`src/rtl/resp_command_parser_assert.svh`:
```
// ----------------------------------------------------------------------------
// resp_command_parser assertion macros
// Shared concurrent assertion forms, clocked on clk and disabled in reset.
// ----------------------------------------------------------------------------
`ifndef RESP_COMMAND_PARSER_ASSERT_SVH
`define RESP_COMMAND_PARSER_ASSERT_SVH

// A property that must hold at every clock edge out of reset.
`define RCP_ASSERT(lbl, prop, msg) \
  lbl: assert property (@(posedge clk) disable iff (!rst_n) (prop)) else $error(msg);

// A condition in one cycle that forces an expectation in the next.
`define RCP_ASSERT_NEXT(lbl, cond, expect_next, msg) \
  lbl: assert property (@(posedge clk) disable iff (!rst_n) (cond) |=> (expect_next)) \
    else $error(msg);

`endif

```
`src/rtl/rcp_pkg.sv`:
```
// ----------------------------------------------------------------------------
// rcp_pkg
// Types and constants shared by the request parser modules.
// ----------------------------------------------------------------------------
package rcp_pkg;

  // Protocol characters.
  localparam logic [7:0] CH_STAR   = 8'h2A;
  localparam logic [7:0] CH_DOLLAR = 8'h24;
  localparam logic [7:0] CH_CR     = 8'h0D;
  localparam logic [7:0] CH_LF     = 8'h0A;
  localparam logic [7:0] CH_PLUS   = 8'h2B;
  localparam logic [7:0] CH_MINUS  = 8'h2D;
  localparam logic [7:0] CH_SPACE  = 8'h20;
  localparam logic [7:0] CH_TAB    = 8'h09;
  localparam logic [7:0] CH_ZERO   = 8'h30;
  localparam logic [7:0] CH_NINE   = 8'h39;
  localparam logic [7:0] CH_LOW_A  = 8'h61;
  localparam logic [7:0] CH_LOW_Z  = 8'h7A;
  localparam logic [7:0] CASE_MASK = 8'hDF;

  // Number of bytes skipped after bulk data.
  localparam logic [1:0] SKIP_INIT = 2'd2;

  // Configuration register indexes.
  localparam logic REG_MAX_ARG_COUNT   = 1'b0;
  localparam logic REG_MAX_BULK_LENGTH = 1'b1;

  // Reset values of the configuration registers.
  localparam logic [15:0] MAX_ARG_COUNT_RST   = 16'hFFFF;
  localparam logic [29:0] MAX_BULK_LENGTH_RST = 30'h2000_0000;

  // Parser phases.
  typedef enum logic [2:0] {
    PH_BOUNDARY,
    PH_COUNT,
    PH_DOLLAR,
    PH_LEN,
    PH_DATA,
    PH_SKIP,
    PH_INLINE
  } rcp_phase_t;

  // Result kinds.
  typedef enum logic [1:0] {
    KIND_ARG_BYTE,
    KIND_EMPTY_ARG,
    KIND_END_CMD,
    KIND_ERROR
  } rcp_kind_t;

  // A request byte with its character classes.
  typedef struct packed {
    logic [7:0] data;
    logic       is_ws;
    logic       is_dig;
    logic       is_cr;
    logic       is_lf;
    logic       is_star;
    logic       is_dollar;
    logic       is_plus;
    logic       is_minus;
    logic       is_lower;
  } rcp_class_t;

  // One result word.
  typedef struct packed {
    rcp_kind_t   kind;
    logic [7:0]  arg_byte;
    logic [15:0] arg_number;
    logic        first_of_arg;
    logic        last_of_arg;
  } rcp_result_t;

  // Configuration register values.
  typedef struct packed {
    logic [15:0] max_arg_count;
    logic [29:0] max_bulk_length;
  } rcp_cfg_t;

endpackage

```
`src/rtl/rcp_fifo.sv`:
```
// ----------------------------------------------------------------------------
// rcp_fifo
// Small flop-based first-in first-out queue used between parser stages.
// ----------------------------------------------------------------------------
`include "resp_command_parser_assert.svh"

module rcp_fifo #(
  parameter int WIDTH = 8,
  parameter int DEPTH = 4
) (
  input  logic             clk,
  input  logic             rst_n,
  input  logic             push,
  input  logic [WIDTH-1:0] push_data,
  output logic             full,
  input  logic             pop,
  output logic [WIDTH-1:0] pop_data,
  output logic             empty
);

  localparam int PTR_W = (DEPTH > 1) ? $clog2(DEPTH) : 1;
  localparam int CNT_W = $clog2(DEPTH + 1);
  localparam logic [PTR_W-1:0] PTR_LAST = PTR_W'(DEPTH - 1);
  localparam logic [CNT_W-1:0] CNT_FULL = CNT_W'(DEPTH);

  logic [WIDTH-1:0] mem_r [DEPTH];
  logic [PTR_W-1:0] wr_ptr_r;
  logic [PTR_W-1:0] rd_ptr_r;
  logic [CNT_W-1:0] count_r;
  logic             push_ok;
  logic             pop_ok;

  // Status and handshake qualification.
  assign full     = (count_r == CNT_FULL);
  assign empty    = (count_r == '0);
  assign push_ok  = push & ~full;
  assign pop_ok   = pop & ~empty;
  assign pop_data = mem_r[rd_ptr_r];

  // Storage write.
  always_ff @(posedge clk) begin
    if (push_ok) begin
      mem_r[wr_ptr_r] <= push_data;
    end
  end

  // Pointers and fill count.
  always_ff @(posedge clk) begin
    if (!rst_n) begin
      wr_ptr_r <= '0;
      rd_ptr_r <= '0;
      count_r  <= '0;
    end else begin
      if (push_ok) begin
        wr_ptr_r <= (wr_ptr_r == PTR_LAST) ? '0 : wr_ptr_r + PTR_W'(1);
      end
      if (pop_ok) begin
        rd_ptr_r <= (rd_ptr_r == PTR_LAST) ? '0 : rd_ptr_r + PTR_W'(1);
      end
      if (push_ok && !pop_ok) begin
        count_r <= count_r + CNT_W'(1);
      end else if (pop_ok && !push_ok) begin
        count_r <= count_r - CNT_W'(1);
      end
    end
  end

  // The fill count stays in range and tracks the handshakes.
  `RCP_ASSERT(a_count_range, count_r <= CNT_FULL, "fifo count above depth")
  `RCP_ASSERT_NEXT(a_push_fills, push_ok && !pop_ok, !empty, "fifo empty after a word went in")
  `RCP_ASSERT_NEXT(a_pop_frees, pop_ok && !push_ok, !full, "fifo full after a word went out")
  `RCP_ASSERT_NEXT(a_both_hold, push_ok && pop_ok, $stable(count_r), "fifo count moved on push and pop")

endmodule

```
`src/rtl/rcp_front.sv`:
```
// ----------------------------------------------------------------------------
// rcp_front
// Classifies each incoming request byte for the parser back end.
// ----------------------------------------------------------------------------
module rcp_front (
  input  logic [7:0]          in_byte,
  output rcp_pkg::rcp_class_t cls
);

  // Character classes of the byte.
  always_comb begin
    cls.data      = in_byte;
    cls.is_ws     = (in_byte inside {[rcp_pkg::CH_TAB:rcp_pkg::CH_CR], rcp_pkg::CH_SPACE});
    cls.is_dig    = (in_byte inside {[rcp_pkg::CH_ZERO:rcp_pkg::CH_NINE]});
    cls.is_cr     = (in_byte == rcp_pkg::CH_CR);
    cls.is_lf     = (in_byte == rcp_pkg::CH_LF);
    cls.is_star   = (in_byte == rcp_pkg::CH_STAR);
    cls.is_dollar = (in_byte == rcp_pkg::CH_DOLLAR);
    cls.is_plus   = (in_byte == rcp_pkg::CH_PLUS);
    cls.is_minus  = (in_byte == rcp_pkg::CH_MINUS);
    cls.is_lower  = (in_byte inside {[rcp_pkg::CH_LOW_A:rcp_pkg::CH_LOW_Z]});
  end

endmodule

```
`src/rtl/rcp_back.sv`:
```
// ----------------------------------------------------------------------------
// rcp_back
// Parser state machine: turns classified bytes into argument result words.
// ----------------------------------------------------------------------------
`include "resp_command_parser_assert.svh"

module rcp_back #(
  parameter int ARG_INDEX_BITS = 16,
  parameter int LENGTH_BITS    = 30
) (
  input  logic                 clk,
  input  logic                 rst_n,
  input  rcp_pkg::rcp_cfg_t    cfg,
  input  logic                 cls_valid,
  input  rcp_pkg::rcp_class_t  cls,
  output logic                 cls_take,
  input  logic                 res_full,
  output logic                 res_push,
  output rcp_pkg::rcp_result_t res
);

  localparam int CW = (LENGTH_BITS > 30) ? LENGTH_BITS : 30;
  localparam int MW = LENGTH_BITS + 4;
  localparam logic [ARG_INDEX_BITS-1:0] ARG_CAP  = '1;
  localparam logic [LENGTH_BITS-1:0]    LEN_MASK = '1;

  rcp_pkg::rcp_phase_t       phase_r, phase_nxt;
  logic [ARG_INDEX_BITS-1:0] args_left_r, args_left_nxt;
  logic [LENGTH_BITS-1:0]    bytes_left_r, bytes_left_nxt;
  logic [LENGTH_BITS-1:0]    accum_r, accum_nxt;
  logic                      neg_r, neg_nxt;
  logic                      has_dig_r, has_dig_nxt;
  logic                      done_r, done_nxt;
  logic                      sign_r, sign_nxt;
  logic                      ovf_r, ovf_nxt;
  logic [ARG_INDEX_BITS-1:0] cur_r, cur_nxt;
  logic [7:0]                held_byte_r, held_byte_nxt;
  logic                      held_valid_r, held_valid_nxt;
  logic                      held_first_r, held_first_nxt;
  logic                      saw_cr_r, saw_cr_nxt;
  logic [1:0]                skip_r, skip_nxt;
  logic                      err_r, err_nxt;

  logic                      active;
  logic                      line_end;
  logic                      accum_zero;
  logic                      count_bad;
  logic                      count_drop;
  logic                      count_err;
  logic                      len_err;
  logic                      data_last;
  logic [1:0]                skip_dec;
  logic [ARG_INDEX_BITS-1:0] args_dec;
  logic [ARG_INDEX_BITS-1:0] cur_eff;
  logic                      hv_eff;
  logic                      hf_eff;
  logic                      scr_eff;
  logic                      in_eol;
  logic                      tok_err;
  logic [7:0]                up_byte;
  logic                      done_pre;
  logic [MW-1:0]             prod;
  logic                      prod_ovf;
  logic                      feed_go;
  logic                      inline_go;
  logic                      err_go;

  // A byte is taken whenever one waits and the result queue has room.
  assign cls_take = cls_valid & ~res_full;
  assign active   = cls_take & ~err_r;

  // Number line conditions.
  assign line_end   = saw_cr_r & cls.is_lf;
  assign accum_zero = (accum_r == '0);
  assign count_bad  = ~has_dig_r | ovf_r;
  assign count_drop = neg_r | accum_zero;
  assign count_err  = count_bad |
                      (~count_drop & ((CW'(accum_r) > CW'(cfg.max_arg_count)) |
                                      (CW'(accum_r) > CW'(ARG_CAP))));
  assign len_err    = count_bad | (neg_r & ~accum_zero) |
                      (CW'(accum_r) > CW'(cfg.max_bulk_length));

  // Digit accumulation: times ten plus the new digit, saturating.
  assign done_pre = done_r | (saw_cr_r & (has_dig_r | sign_r));
  assign prod     = (MW'(accum_r) << 3) + (MW'(accum_r) << 1) + MW'(cls.data[3:0]);
  assign prod_ovf = |prod[MW-1:LENGTH_BITS];

  // Bulk data and trailer counters.
  assign data_last = (bytes_left_r <= LENGTH_BITS'(1));
  assign skip_dec  = (skip_r != '0) ? skip_r - 2'd1 : skip_r;
  assign args_dec  = (args_left_r != '0) ? args_left_r - ARG_INDEX_BITS'(1) : args_left_r;

  // Inline view: a new line starts from a clean argument state.
  always_comb begin
    if (phase_r == rcp_pkg::PH_BOUNDARY) begin
      cur_eff = '0;
      hv_eff  = 1'b0;
      hf_eff  = 1'b0;
      scr_eff = 1'b0;
    end else begin
      cur_eff = cur_r;
      hv_eff  = held_valid_r;
      hf_eff  = held_first_r;
      scr_eff = saw_cr_r;
    end
  end

  assign in_eol  = scr_eff & cls.is_lf;
  assign tok_err = (CW'(cur_eff) >= CW'(cfg.max_arg_count)) | (cur_eff == ARG_CAP);
  assign up_byte = ((cur_eff == '0) && cls.is_lower) ? (cls.data & rcp_pkg::CASE_MASK)
                                                      : cls.data;

  // Next phase.
  always_comb begin
    phase_nxt = phase_r;
    if (active) begin
      case (phase_r)
        rcp_pkg::PH_BOUNDARY: begin
          phase_nxt = cls.is_star ? rcp_pkg::PH_COUNT : rcp_pkg::PH_INLINE;
        end
        rcp_pkg::PH_COUNT: begin
          if (line_end && !count_err) begin
            phase_nxt = count_drop ? rcp_pkg::PH_BOUNDARY : rcp_pkg::PH_DOLLAR;
          end
        end
        rcp_pkg::PH_DOLLAR: begin
          if (cls.is_dollar) begin
            phase_nxt = rcp_pkg::PH_LEN;
          end
        end
        rcp_pkg::PH_LEN: begin
          if (line_end && !len_err) begin
            phase_nxt = accum_zero ? rcp_pkg::PH_SKIP : rcp_pkg::PH_DATA;
          end
        end
        rcp_pkg::PH_DATA: begin
          if (data_last) begin
            phase_nxt = rcp_pkg::PH_SKIP;
          end
        end
        rcp_pkg::PH_SKIP: begin
          if (skip_dec == '0) begin
            phase_nxt = (args_dec == '0) ? rcp_pkg::PH_BOUNDARY : rcp_pkg::PH_DOLLAR;
          end
        end
        rcp_pkg::PH_INLINE: begin
          if (in_eol) begin
            phase_nxt = rcp_pkg::PH_BOUNDARY;
          end
        end
        default: begin
          phase_nxt = rcp_pkg::PH_BOUNDARY;
        end
      endcase
    end
  end

  // Datapath updates and result words.
  always_comb begin
    args_left_nxt  = args_left_r;
    bytes_left_nxt = bytes_left_r;
    accum_nxt      = accum_r;
    neg_nxt        = neg_r;
    has_dig_nxt    = has_dig_r;
    done_nxt       = done_r;
    sign_nxt       = sign_r;
    ovf_nxt        = ovf_r;
    cur_nxt        = cur_r;
    held_byte_nxt  = held_byte_r;
    held_valid_nxt = held_valid_r;
    held_first_nxt = held_first_r;
    saw_cr_nxt     = saw_cr_r;
    skip_nxt       = skip_r;
    err_nxt        = err_r;
    feed_go        = 1'b0;
    inline_go      = 1'b0;
    err_go         = 1'b0;
    res_push       = 1'b0;
    res.kind         = rcp_pkg::KIND_ARG_BYTE;
    res.arg_byte     = '0;
    res.arg_number   = '0;
    res.first_of_arg = 1'b0;
    res.last_of_arg  = 1'b0;

    if (active) begin
      case (phase_r)
        rcp_pkg::PH_BOUNDARY: begin
          if (cls.is_star) begin
            accum_nxt   = '0;
            neg_nxt     = 1'b0;
            has_dig_nxt = 1'b0;
            done_nxt    = 1'b0;
            sign_nxt    = 1'b0;
            ovf_nxt     = 1'b0;
            saw_cr_nxt  = 1'b0;
          end else begin
            inline_go = 1'b1;
          end
        end
        rcp_pkg::PH_COUNT: begin
          if (line_end) begin
            saw_cr_nxt = 1'b0;
            if (count_err) begin
              err_go = 1'b1;
            end else if (!count_drop) begin
              args_left_nxt = ARG_INDEX_BITS'(accum_r);
              cur_nxt       = '0;
            end
          end else begin
            feed_go = 1'b1;
          end
        end
        rcp_pkg::PH_DOLLAR: begin
          if (!cls.is_dollar) begin
            err_go = 1'b1;
          end else begin
            accum_nxt   = '0;
            neg_nxt     = 1'b0;
            has_dig_nxt = 1'b0;
            done_nxt    = 1'b0;
            sign_nxt    = 1'b0;
            ovf_nxt     = 1'b0;
            saw_cr_nxt  = 1'b0;
          end
        end
        rcp_pkg::PH_LEN: begin
          if (line_end) begin
            saw_cr_nxt = 1'b0;
            if (len_err) begin
              err_go = 1'b1;
            end else if (accum_zero) begin
              res_push         = 1'b1;
              res.kind         = rcp_pkg::KIND_EMPTY_ARG;
              res.arg_number   = 16'(cur_r);
              res.first_of_arg = 1'b1;
              res.last_of_arg  = 1'b1;
              skip_nxt         = rcp_pkg::SKIP_INIT;
            end else begin
              bytes_left_nxt = accum_r;
              held_first_nxt = 1'b1;
            end
          end else begin
            feed_go = 1'b1;
          end
        end
        rcp_pkg::PH_DATA: begin
          res_push         = 1'b1;
          res.kind         = rcp_pkg::KIND_ARG_BYTE;
          res.arg_byte     = up_byte;
          res.arg_number   = 16'(cur_r);
          res.first_of_arg = held_first_r;
          res.last_of_arg  = data_last;
          held_first_nxt   = 1'b0;
          if (data_last) begin
            bytes_left_nxt = '0;
            skip_nxt       = rcp_pkg::SKIP_INIT;
          end else begin
            bytes_left_nxt = bytes_left_r - LENGTH_BITS'(1);
          end
        end
        rcp_pkg::PH_SKIP: begin
          skip_nxt = skip_dec;
          if (skip_dec == '0) begin
            args_left_nxt = args_dec;
            if (args_dec == '0) begin
              res_push = 1'b1;
              res.kind = rcp_pkg::KIND_END_CMD;
              cur_nxt  = '0;
            end else begin
              cur_nxt = cur_r + ARG_INDEX_BITS'(1);
            end
          end
        end
        rcp_pkg::PH_INLINE: begin
          inline_go = 1'b1;
        end
        default: begin
        end
      endcase

      // Number line byte: a lone CR counts as whitespace.
      if (feed_go) begin
        saw_cr_nxt = cls.is_cr;
        done_nxt   = done_pre;
        if (!cls.is_cr && !done_pre) begin
          if (!has_dig_r) begin
            if (!sign_r && cls.is_ws) begin
              done_nxt = done_pre;
            end else if (!sign_r && (cls.is_plus || cls.is_minus)) begin
              sign_nxt = 1'b1;
              neg_nxt  = cls.is_minus;
            end else if (cls.is_dig) begin
              has_dig_nxt = 1'b1;
              accum_nxt   = LENGTH_BITS'(cls.data[3:0]);
            end else begin
              done_nxt = 1'b1;
            end
          end else if (cls.is_dig) begin
            accum_nxt = prod_ovf ? LEN_MASK : prod[LENGTH_BITS-1:0];
            if (prod_ovf) begin
              ovf_nxt = 1'b1;
            end
          end else begin
            done_nxt = 1'b1;
          end
        end
      end

      // Inline line byte: split on whitespace, one byte held back.
      if (inline_go) begin
        cur_nxt        = cur_eff;
        held_valid_nxt = hv_eff;
        held_first_nxt = hf_eff;
        saw_cr_nxt     = 1'b0;
        if (in_eol) begin
          if (cur_eff != '0) begin
            res_push = 1'b1;
            res.kind = rcp_pkg::KIND_END_CMD;
          end
          cur_nxt = '0;
        end else if (cls.is_ws) begin
          if (hv_eff) begin
            res_push         = 1'b1;
            res.kind         = rcp_pkg::KIND_ARG_BYTE;
            res.arg_byte     = held_byte_r;
            res.arg_number   = 16'(cur_eff);
            res.first_of_arg = hf_eff;
            res.last_of_arg  = 1'b1;
            held_valid_nxt   = 1'b0;
            cur_nxt          = cur_eff + ARG_INDEX_BITS'(1);
          end
          saw_cr_nxt = cls.is_cr;
        end else if (hv_eff) begin
          res_push         = 1'b1;
          res.kind         = rcp_pkg::KIND_ARG_BYTE;
          res.arg_byte     = held_byte_r;
          res.arg_number   = 16'(cur_eff);
          res.first_of_arg = hf_eff;
          res.last_of_arg  = 1'b0;
          held_first_nxt   = 1'b0;
          held_byte_nxt    = up_byte;
        end else if (tok_err) begin
          err_go = 1'b1;
        end else begin
          held_byte_nxt  = up_byte;
          held_valid_nxt = 1'b1;
          held_first_nxt = 1'b1;
        end
      end

      // Protocol error: one error word, then the parser goes quiet.
      if (err_go) begin
        err_nxt          = 1'b1;
        res_push         = 1'b1;
        res.kind         = rcp_pkg::KIND_ERROR;
        res.arg_byte     = '0;
        res.arg_number   = '0;
        res.first_of_arg = 1'b0;
        res.last_of_arg  = 1'b0;
      end
    end
  end

  // Held byte carries no reset.
  always_ff @(posedge clk) begin
    held_byte_r <= held_byte_nxt;
  end

  // Parser state registers.
  always_ff @(posedge clk) begin
    if (!rst_n) begin
      phase_r      <= rcp_pkg::PH_BOUNDARY;
      args_left_r  <= '0;
      bytes_left_r <= '0;
      accum_r      <= '0;
      neg_r        <= 1'b0;
      has_dig_r    <= 1'b0;
      done_r       <= 1'b0;
      sign_r       <= 1'b0;
      ovf_r        <= 1'b0;
      cur_r        <= '0;
      held_valid_r <= 1'b0;
      held_first_r <= 1'b0;
      saw_cr_r     <= 1'b0;
      skip_r       <= '0;
      err_r        <= 1'b0;
    end else begin
      phase_r      <= phase_nxt;
      args_left_r  <= args_left_nxt;
      bytes_left_r <= bytes_left_nxt;
      accum_r      <= accum_nxt;
      neg_r        <= neg_nxt;
      has_dig_r    <= has_dig_nxt;
      done_r       <= done_nxt;
      sign_r       <= sign_nxt;
      ovf_r        <= ovf_nxt;
      cur_r        <= cur_nxt;
      held_valid_r <= held_valid_nxt;
      held_first_r <= held_first_nxt;
      saw_cr_r     <= saw_cr_nxt;
      skip_r       <= skip_nxt;
      err_r        <= err_nxt;
    end
  end

  // Once latched, an error stays and no further word is produced.
  `RCP_ASSERT_NEXT(a_err_sticky, err_r, err_r, "error latch cleared without reset")
  `RCP_ASSERT(a_err_silent, !(err_r && res_push), "word produced after a latched error")
  // A word only goes out together with a byte taken from the input queue.
  `RCP_ASSERT(a_push_on_take, !res_push || cls_take, "word produced without a byte taken")

endmodule

```
`src/rtl/resp_command_parser.sv`:
```
// Path: a pushed byte is held in the classified-byte queue, parsed by the back end as
// it is taken from that queue, and its result word is written into the result queue,
// whose head drives the out ports. A full result queue stalls the parser.
// Throughput: one byte per cycle while the result queue has room, set by the parser.
// Reset: synchronous, active low; the parser returns to a command boundary, the
// queues empty and the limits return to 65535 arguments and 2^29 bulk bytes.
// ----------------------------------------------------------------------------
// resp_command_parser
// Streaming request parser: classifies bytes in front, parses them in the
// back end, and queues result words for the consumer.
// ----------------------------------------------------------------------------
module resp_command_parser #(
  parameter int ARG_INDEX_BITS = 16,
  parameter int LENGTH_BITS    = 30
) (
  input  logic        clk,
  input  logic        rst_n,
  // Request byte input.
  input  logic        push,
  input  logic [7:0]  in_byte,
  output logic        full,
  // Result word output.
  output logic        empty,
  input  logic        pop,
  output logic [1:0]  out_kind,
  output logic [7:0]  out_arg_byte,
  output logic [15:0] out_arg_number,
  output logic        out_first_of_arg,
  output logic        out_last_of_arg,
  // Configuration writes.
  input  logic        cfg_valid,
  output logic        cfg_ready,
  input  logic        cfg_index,
  input  logic [29:0] cfg_data
);

  localparam int CLS_W = $bits(rcp_pkg::rcp_class_t);
  localparam int RES_W = $bits(rcp_pkg::rcp_result_t);

  rcp_pkg::rcp_cfg_t    cfg_r;
  rcp_pkg::rcp_class_t  cls_in;
  rcp_pkg::rcp_class_t  cls_out;
  rcp_pkg::rcp_result_t res_in;
  rcp_pkg::rcp_result_t res_out;
  logic [CLS_W-1:0]     cls_q_data;
  logic [RES_W-1:0]     res_q_data;
  logic                 cls_empty;
  logic                 cls_take;
  logic                 res_full;
  logic                 res_push;

  // Configuration registers, always ready.
  assign cfg_ready = 1'b1;

  always_ff @(posedge clk) begin
    if (!rst_n) begin
      cfg_r.max_arg_count   <= rcp_pkg::MAX_ARG_COUNT_RST;
      cfg_r.max_bulk_length <= rcp_pkg::MAX_BULK_LENGTH_RST;
    end else if (cfg_valid && cfg_ready) begin
      if (cfg_index == rcp_pkg::REG_MAX_ARG_COUNT) begin
        cfg_r.max_arg_count <= cfg_data[15:0];
      end else begin
        cfg_r.max_bulk_length <= cfg_data;
      end
    end
  end

  // Front end: byte classification.
  rcp_front u_front (
    .in_byte (in_byte),
    .cls     (cls_in)
  );

  // Queue of classified bytes between front and back.
  rcp_fifo #(
    .WIDTH (CLS_W),
    .DEPTH (4)
  ) u_cls_q (
    .clk       (clk),
    .rst_n     (rst_n),
    .push      (push),
    .push_data (cls_in),
    .full      (full),
    .pop       (cls_take),
    .pop_data  (cls_q_data),
    .empty     (cls_empty)
  );

  assign cls_out = rcp_pkg::rcp_class_t'(cls_q_data);

  // Back end: parser state machine.
  rcp_back #(
    .ARG_INDEX_BITS (ARG_INDEX_BITS),
    .LENGTH_BITS    (LENGTH_BITS)
  ) u_back (
    .clk       (clk),
    .rst_n     (rst_n),
    .cfg       (cfg_r),
    .cls_valid (~cls_empty),
    .cls       (cls_out),
    .cls_take  (cls_take),
    .res_full  (res_full),
    .res_push  (res_push),
    .res       (res_in)
  );

  // Result queue toward the consumer.
  rcp_fifo #(
    .WIDTH (RES_W),
    .DEPTH (2)
  ) u_res_q (
    .clk       (clk),
    .rst_n     (rst_n),
    .push      (res_push),
    .push_data (res_in),
    .full      (res_full),
    .pop       (pop),
    .pop_data  (res_q_data),
    .empty     (empty)
  );

  assign res_out          = rcp_pkg::rcp_result_t'(res_q_data);
  assign out_kind         = res_out.kind;
  assign out_arg_byte     = res_out.arg_byte;
  assign out_arg_number   = res_out.arg_number;
  assign out_first_of_arg = res_out.first_of_arg;
  assign out_last_of_arg  = res_out.last_of_arg;

endmodule
```
`config.mk`:
```
export PLATFORM = sky130hd
export DESIGN_NAME = resp_command_parser
export DESIGN_NICKNAME = d
export VERILOG_FILES = /design/src/rtl/rcp_pkg.sv /design/src/rtl/rcp_fifo.sv /design/src/rtl/rcp_front.sv /design/src/rtl/rcp_back.sv /design/src/rtl/resp_command_parser.sv
export VERILOG_INCLUDE_DIRS = /design/src /design/src/rtl
export SDC_FILE = /design/constraint.sdc
export NUM_CORES = 1
export LEC_CHECK = 0
export BUFFER_PORTS_ARGS = -buffer_cell sky130_fd_sc_hd__buf_4
export CAP_MARGIN = 10
export CORE_ASPECT_RATIO = 2
export CORE_MARGIN = 10
export CORE_UTILIZATION = 67
export DETAILED_ROUTE_END_ITERATION = 12
export PLACE_DENSITY = 0.86
export SLEW_MARGIN = 5
export SYNTH_ARGS = -nofsm -noshare
export SYNTH_HDL_FRONTEND = slang
export SYNTH_SLANG_ARGS = --single-unit
```
`constraint.sdc`:
```
create_clock -name clk -period 8.4 [get_ports clk]
set_input_delay 0.84 -clock clk [delete_from_list [all_inputs] [get_ports clk]]
set_output_delay 0.84 -clock clk [all_outputs]
set_load 0.01 [all_outputs]
```
# After elaboration in Yosys (flattened, before gate mapping)
# Memories as Yosys holds them, arrays and structs flattened. A register that Yosys moved wholly into a read port is not among the register bits.
# Cells that the tools add are included.
# W data, S select, Z words.
# classes
n_lt_le_gt_ge	11
n_mux	183
n_eq_ne	44
n_reduce_logical	58
n_addsub	15
bitwise	31
# op_table
operator	n
$mux W30	14
$mux W16	15
$mux W28	6
$pmux W30 S2	2
$mux W1	94
$pmux W16 S2	2
$mux W18	3
$eq A8 B6 Y1 const B	5
$mux W2	19
$pmux W18 S2	1
$add A33 B31 Y34	1
$add A34 B4 Y34	1
$add A16 B1 Y16 const B	2
$logic_not A16 Y1	2
$reduce_bool A16 Y1	2
$gt A30 B16 Y1	1
$gt A30 B16 Y1 const B	1
$gt A30 B30 Y1	1
$le A30 B1 Y1 const B	1
$logic_not A30 Y1	1
$sub A30 B1 Y30 const B	1
$mux W3	9
$mux W26	1
$mux W8	3
50 further kinds	154
# totals
input_bits	44
register_bits	171
ram_bits	124
memories	2
# mem_list
memory	words	width	read_ports	rd_ports_with_merged_regs	write_ports	line	text
u_cls_q.mem_r	4	17	1	1	1	rcp_fifo.sv:26	logic [WIDTH-1:0] mem_r [DEPTH];
u_res_q.mem_r	2	28	1	1	1	rcp_fifo.sv:26	

# Logic depth before layout (Yosys ltp)
# depth
ltp_word	21
mapped_depth	20
ltp_nobuf	17

# By module
# From an unflattened synthesis, not the netlist that was laid out.
# unflattened
hier_cells	1960
area_unflattened_um2	18350.1
# modules_own_cells
module	cells_each	area_per_inst_um2	n_inst	seq_area_each_um2
rcp_back	1462	10991.8	1	2362.3
rcp_fifo at u_cls_q	140	2972.9	1	2222.1
rcp_fifo at u_res_q	112	2250.9	1	1781.7
resp_command_parser	212	1903.1	1	920.9
rcp_front	34	231.5	1	0.0

# Worst setup path after synthesis
# Ideal clock, no wire load.
# synth_path
path_type	reg-to-reg
start	reg (tool-made name)
end	reg u_back.accum_r[1]
required_time_ns	8.284
arrival_time_ns	4.697
setup_slack_ns	3.587
stages_incl_launch_ff	17
synth_period_minus_slack_ns	4.813
setup_ns	0.116
path_cell_list	dfxtp_1 buf_4 buf_1 mux4_2 fa_1 fa_1 a21o_1 a31o_2 o211a_1 a211o_1 a211oi_1 xor2_1 and3_1 clkbuf_1 buf_2 a21oi_1 a31o_2
# synth_rtl
element	line	text
end signal, assigned	rcp_back.sv:391	accum_r <= accum_nxt;
end, declared	rcp_back.sv:30	logic [LENGTH_BITS-1:0] accum_r, accum_nxt;

# Worst setup path in the final report
# layout_path
start	reg u_back.phase_r[1]
end	reg u_res_q.count_r[1]
# layout_between
elab_chain_len	16
# layout_lines
element	line	text
start, declared	rcp_back.sv:27	rcp_pkg::rcp_phase_t phase_r, phase_nxt;
start signal, assigned	rcp_back.sv:372	phase_r <= rcp_pkg::PH_BOUNDARY;
start signal, assigned	rcp_back.sv:388	phase_r <= phase_nxt;
$logic_not A3 Y1	rcp_back.sv:95, rcp_back.sv:186	
$mux W16	rcp_back.sv:95	if (phase_r == rcp_pkg::PH_BOUNDARY) begin
$ge A16 B16 Y1 / $eq A16 B16 Y1 (equally long branches)	rcp_back.sv:109	assign tok_err = (CW'(cur_eff) >= CW'(cfg.max_arg_count)) | (cur_eff == ARG_CAP);
$or A1 B1 Y1	rcp_back.sv:109	
$mux W1	rcp_back.sv:342	end else if (tok_err) begin
$mux W1	rcp_back.sv:333	end else if (hv_eff) begin
$mux W1	rcp_back.sv:321	end else if (cls.is_ws) begin
$mux W1	rcp_back.sv:315	if (in_eol) begin
$mux W1	rcp_back.sv:310	if (inline_go) begin
$mux W1	rcp_back.sv:185	if (active) begin
$mux W1 *	rcp_back.sv:352	if (err_go) begin
$mux W1 *	rcp_back.sv:185	
$and A1 B1 Y1 *	rcp_fifo.sv:36	assign push_ok = push & ~full;
via u_res_q.push_ok	rcp_fifo.sv:30	logic push_ok;
$logic_not A1 Y1	rcp_fifo.sv:62	end else if (pop_ok && !push_ok) begin
$logic_and A1 B1 Y1	rcp_fifo.sv:62	
$reduce_bool A2 Y1 (no source line)	n/a	
end signal, assigned	rcp_fifo.sv:61	count_r <= count_r + CNT_W'(1);
end signal, assigned	rcp_fifo.sv:63	count_r <= count_r - CNT_W'(1);
end, declared	rcp_fifo.sv:29	logic [CNT_W-1:0] count_r;
# Mark *: on every way through the listed nets, which the timed path passes. The rest lies on a longest branch. The select of a mux whose other input is x is not followed.
# A chain may end at the register's enable or synchronous reset.

==> results.md <==
* CP Capture Type: register
* Crit path cell chain: or3_1, nand2_1, ha_1, nor4b_1, and4_1, o21ai_0, a21oi_1, nor2_1, a2bb2oi_2, o31ai_4, inv_2, ha_1, or3_1, a21oi_1
* Async SR Flop Fraction at 0
* FMAX at 200 MHz
* XOR/XNOR Fraction of Synth Area at 0.0226
* Ant diodes at 0
* Required @ worst endpoint at 8900 ps
* Post-synth EDFFs at 132
* Maximum number of pins on one net before global-route repair at 70
* First-pass GRT wire length at 86400 microns
* Critical Path Max Stage Delay at 1060 ps
* Setup crit start: u_back.phase_r[1]$_SDFFE_PN0P_
* Critical path class: register to register
* # H-tree levels at 1
* Syn Inst Count at 2015
* Worst reg2reg path endpoint: u_res_q.count_r[1]$_SDFFE_PN0P_
* Hold WC Path Type: register to register
* Static Leakage at 7.86 nW
* Buffers and inverters on the worst path at 1
* Ys Warns at 0
* Compound-gate portion of the synthesized area at 0.208
* Levels on crit path at 14
* Commonest non-fill, non-tap cell in the layout: nand2_1
* Antenna violations before repair at 0
* Mux cell area share after synthesis at 0.0443
* Syn-to-layout area delta at 9.33%
* Worst hold slack at 458 ps
* Initial DRC count at 1396
* Top cells by area, synth: edfxtp_1 22%, dfxtp_1 18%, ha_1 9.2%
* Num rows at 85
* Most frequent cells in the layout: 215 x nand2_1, 195 x a21oi_1, 172 x nor2_1
* VDD IR max at 0.286 mV
* Mapped Area at 18200 sq um
* Final GP Congestion at 1.04
* I/O pin cnt at 75
* Share of the yosys chip area belonging to registers at 0.400
* DR vias at 16351
* Post-synth cell types at 96
* Via density at 6.83
* # resized after CTS at 0
* Layout cells sized above 1 at 0.115
* CP startpoint kind: register
* FILL cells at 1997
* Critical-path maximum fanout at 25
* Max_cap viols at 0
* DRC Markers at 0
* Hold Fails Final Rpt at 0
* Setup_tns at 0 ps
* Port Buffer Count at 73
* RSZ-0062 raised after global routing: no
* Core area at 26900 sq um
* Postcts setup bufs at 0
* Power Dens Cells at 275 nW/um^2
* Final WL at 56000 microns
* Final ANT Viol Nets at 0
* FF/Latch Area at 7290 sq um
* Total congestion overflow at 0
* DR WL/cell at 23.4 microns
* Slew HR at 0.0604
* Die Width at 137 microns
* Post-route clock skew at 34.6 ps
* Initial core utilization at 0.677
* Largest area contributor in the netlist: edfxtp_1
* Root Driver: clkbuf_16
* Slew Viols, Final at 0
* R2R Path Start: u_back.phase_r[1]$_SDFFE_PN0P_
* Clk Latency, worst-skew pair at 600 ps
* Post-route minimum period at 5010 ps
* Worst-case reg-to-reg path depth at 14
* Area of the multi-input gates at 10200 sq um
* Avg Cell Area, Syn at 9.04 sq um
* Die ar. at 34600 sq um
* Fin nets at 2205
* Dpl hpwl at 40200 microns
* Drt pass-1 iters at 7
* Post-synthesis adder-cell area fraction at 0.0954
* R2R setup slack at 3390 ps
* Clock tree buffer depth at 3
* Simple-Gate Fraction of Synth Area at 0.187
* Critical path endpoint: u_res_q.count_r[1]$_SDFFE_PN0P_
* Seq cells post-synth at 298
* Clock sinks at 298
* Synth Flop Type: dfxtp_1
* Outcome: finished, final reports clean
* Top cell type's share of synthesized area at 0.218
* Total global-route track usage at 0.316
* TritonCTS Buffers at 27
* Die Ht at 253 microns
* CTS tree: yes
* Largest delay contributor family on the critical path: compound AO/OA/AOI/OAI gates
* Main combinational cell family by area after synthesis: compound AO/OA/AOI/OAI gates
* Arrival time at the worst endpoint at 5510 ps
* Worst-Margin Slew at 1390 ps
* Final setup vio count at 0
* Crit share post-route at 0.596
* Number of global-route vias before repair at 16404
* Worst-path clk slew at 70 ps
* Syn nets at 2196
* Crit-path slowest cell: o21ai_0
* Hold_buf cts at 0
## registers in the layout, summed over array words and instances, names as in the netlist, 8 cells and up, named ones only
signal               flops
u_cls_q.mem_r           68
u_res_q.mem_r           56
cfg_r                   46
u_back.accum_r          30
u_back.bytes_left_r     30
u_back.args_left_r      16
u_back.cur_r            16
u_back.held_byte_r       8
## routing by layer
metal | part of all wire | global-route usage | routed length [microns] | vias up
met2 | 0.52 | 0.574 | 28900 | 884
met1 | 0.32 | 0.300 | 17900 | 7664
met5 | 0 | 0 | 0 | -
met3 | 0.065 | 0.0415 | 3650 | 329
li1 | - | - | - | 7474
met4 | 0.099 | 0.271 | 5520 | 0
## metrics by stage
stage,util,total power [mW],setup slack (ps),instance area [sq um],instances
after detailed placement,0.702,4.01,3590,18900,2342
after global routing,0.740,5.72,3270,19900,2393
after global placement,0.702,3.94,3710,18900,2342
after floorplan,-,3.35,3590,18200,2015
final,0.740,5.48,3390,19900,2393
after CTS,0.739,5.42,3540,19900,2392
## layout make-up
| class | instances | area share |
|---|---|---|
| inverters | 84 | 0.0159 |
| well taps | 348 | 0.0219 |
| clock inverters | 22 | 0.0153 |
| multi-input cells | 1519 | 0.510 |
| clock buffers | 28 | 0.0346 |
| repair buffers | 94 | 0.0358 |
| flip-flops and latches | 298 | 0.366 |
## cell usage after synthesis (19+ instances only)
cell type	count
o211ai_1	25
o31ai_1	19
xor2_1	31
nor4_1	31
a21o_1	28
dfxtp_1	166
a211oi_1	23
nand3_1	43
o21a_1	24
nor3_1	61
nand4_1	24
nand2_1	215
nor2_1	174
a21oi_1	195
mux2_2	30
ha_1	134
and2_1	51
o21ai_1	19
o21ai_0	80
edfxtp_1	132
inv_1	82
nor2b_1	20
clkbuf_1	90
a22oi_1	25
## logic make-up (layout without fill, tap and decap cells)
kind of cell / Yosys count / count (layout)
other: 1 / 1
AOI/OAI and AO/OA: 571 / 571
adders and majority gates: 137 / 137
buffers and inverters: 198 / 228
DFF: 298 / 298
xor gates and xnor gates: 47 / 47
muxes: 58 / 58
and+or+nand+nor: 705 / 705
## how the worst min path moves through the flow
stage	startpoint	endpoint	slack [ps]	cells past startpoint
2_1_floorplan	cfg_r[10]$_SDFFE_PN0P_	cfg_r[10]$_SDFFE_PN0P_	440	2
3_5_place_dp	cfg_r[26]$_SDFFE_PN0P_	cfg_r[26]$_SDFFE_PN0P_	450	2
5_1_grt	cfg_r[26]$_SDFFE_PN0P_	cfg_r[26]$_SDFFE_PN0P_	470	2
3_3_place_gp	cfg_r[10]$_SDFFE_PN0P_	cfg_r[10]$_SDFFE_PN0P_	440	2
4_1_cts	cfg_r[26]$_SDFFE_PN0P_	cfg_r[26]$_SDFFE_PN0P_	460	2
6_report	cfg_r[10]$_SDFFE_PN0P_	cfg_r[10]$_SDFFE_PN0P_	460	2
## tightest hold or removal path, cell delays in order, from the launching register on
cell and delay (ps):
dfxtp_1 310, nand2_1 50, a21oi_1 50
## power by group
group | internal [mW] | leakage (nW) | switching [mW]
Sequential | 1.69 | 2.53 | 0.143
Combinational | 0.774 | 4.85 | 1.47
Clock | 0.796 | 0.484 | 0.607
Power figures use the tool's default switching activity.
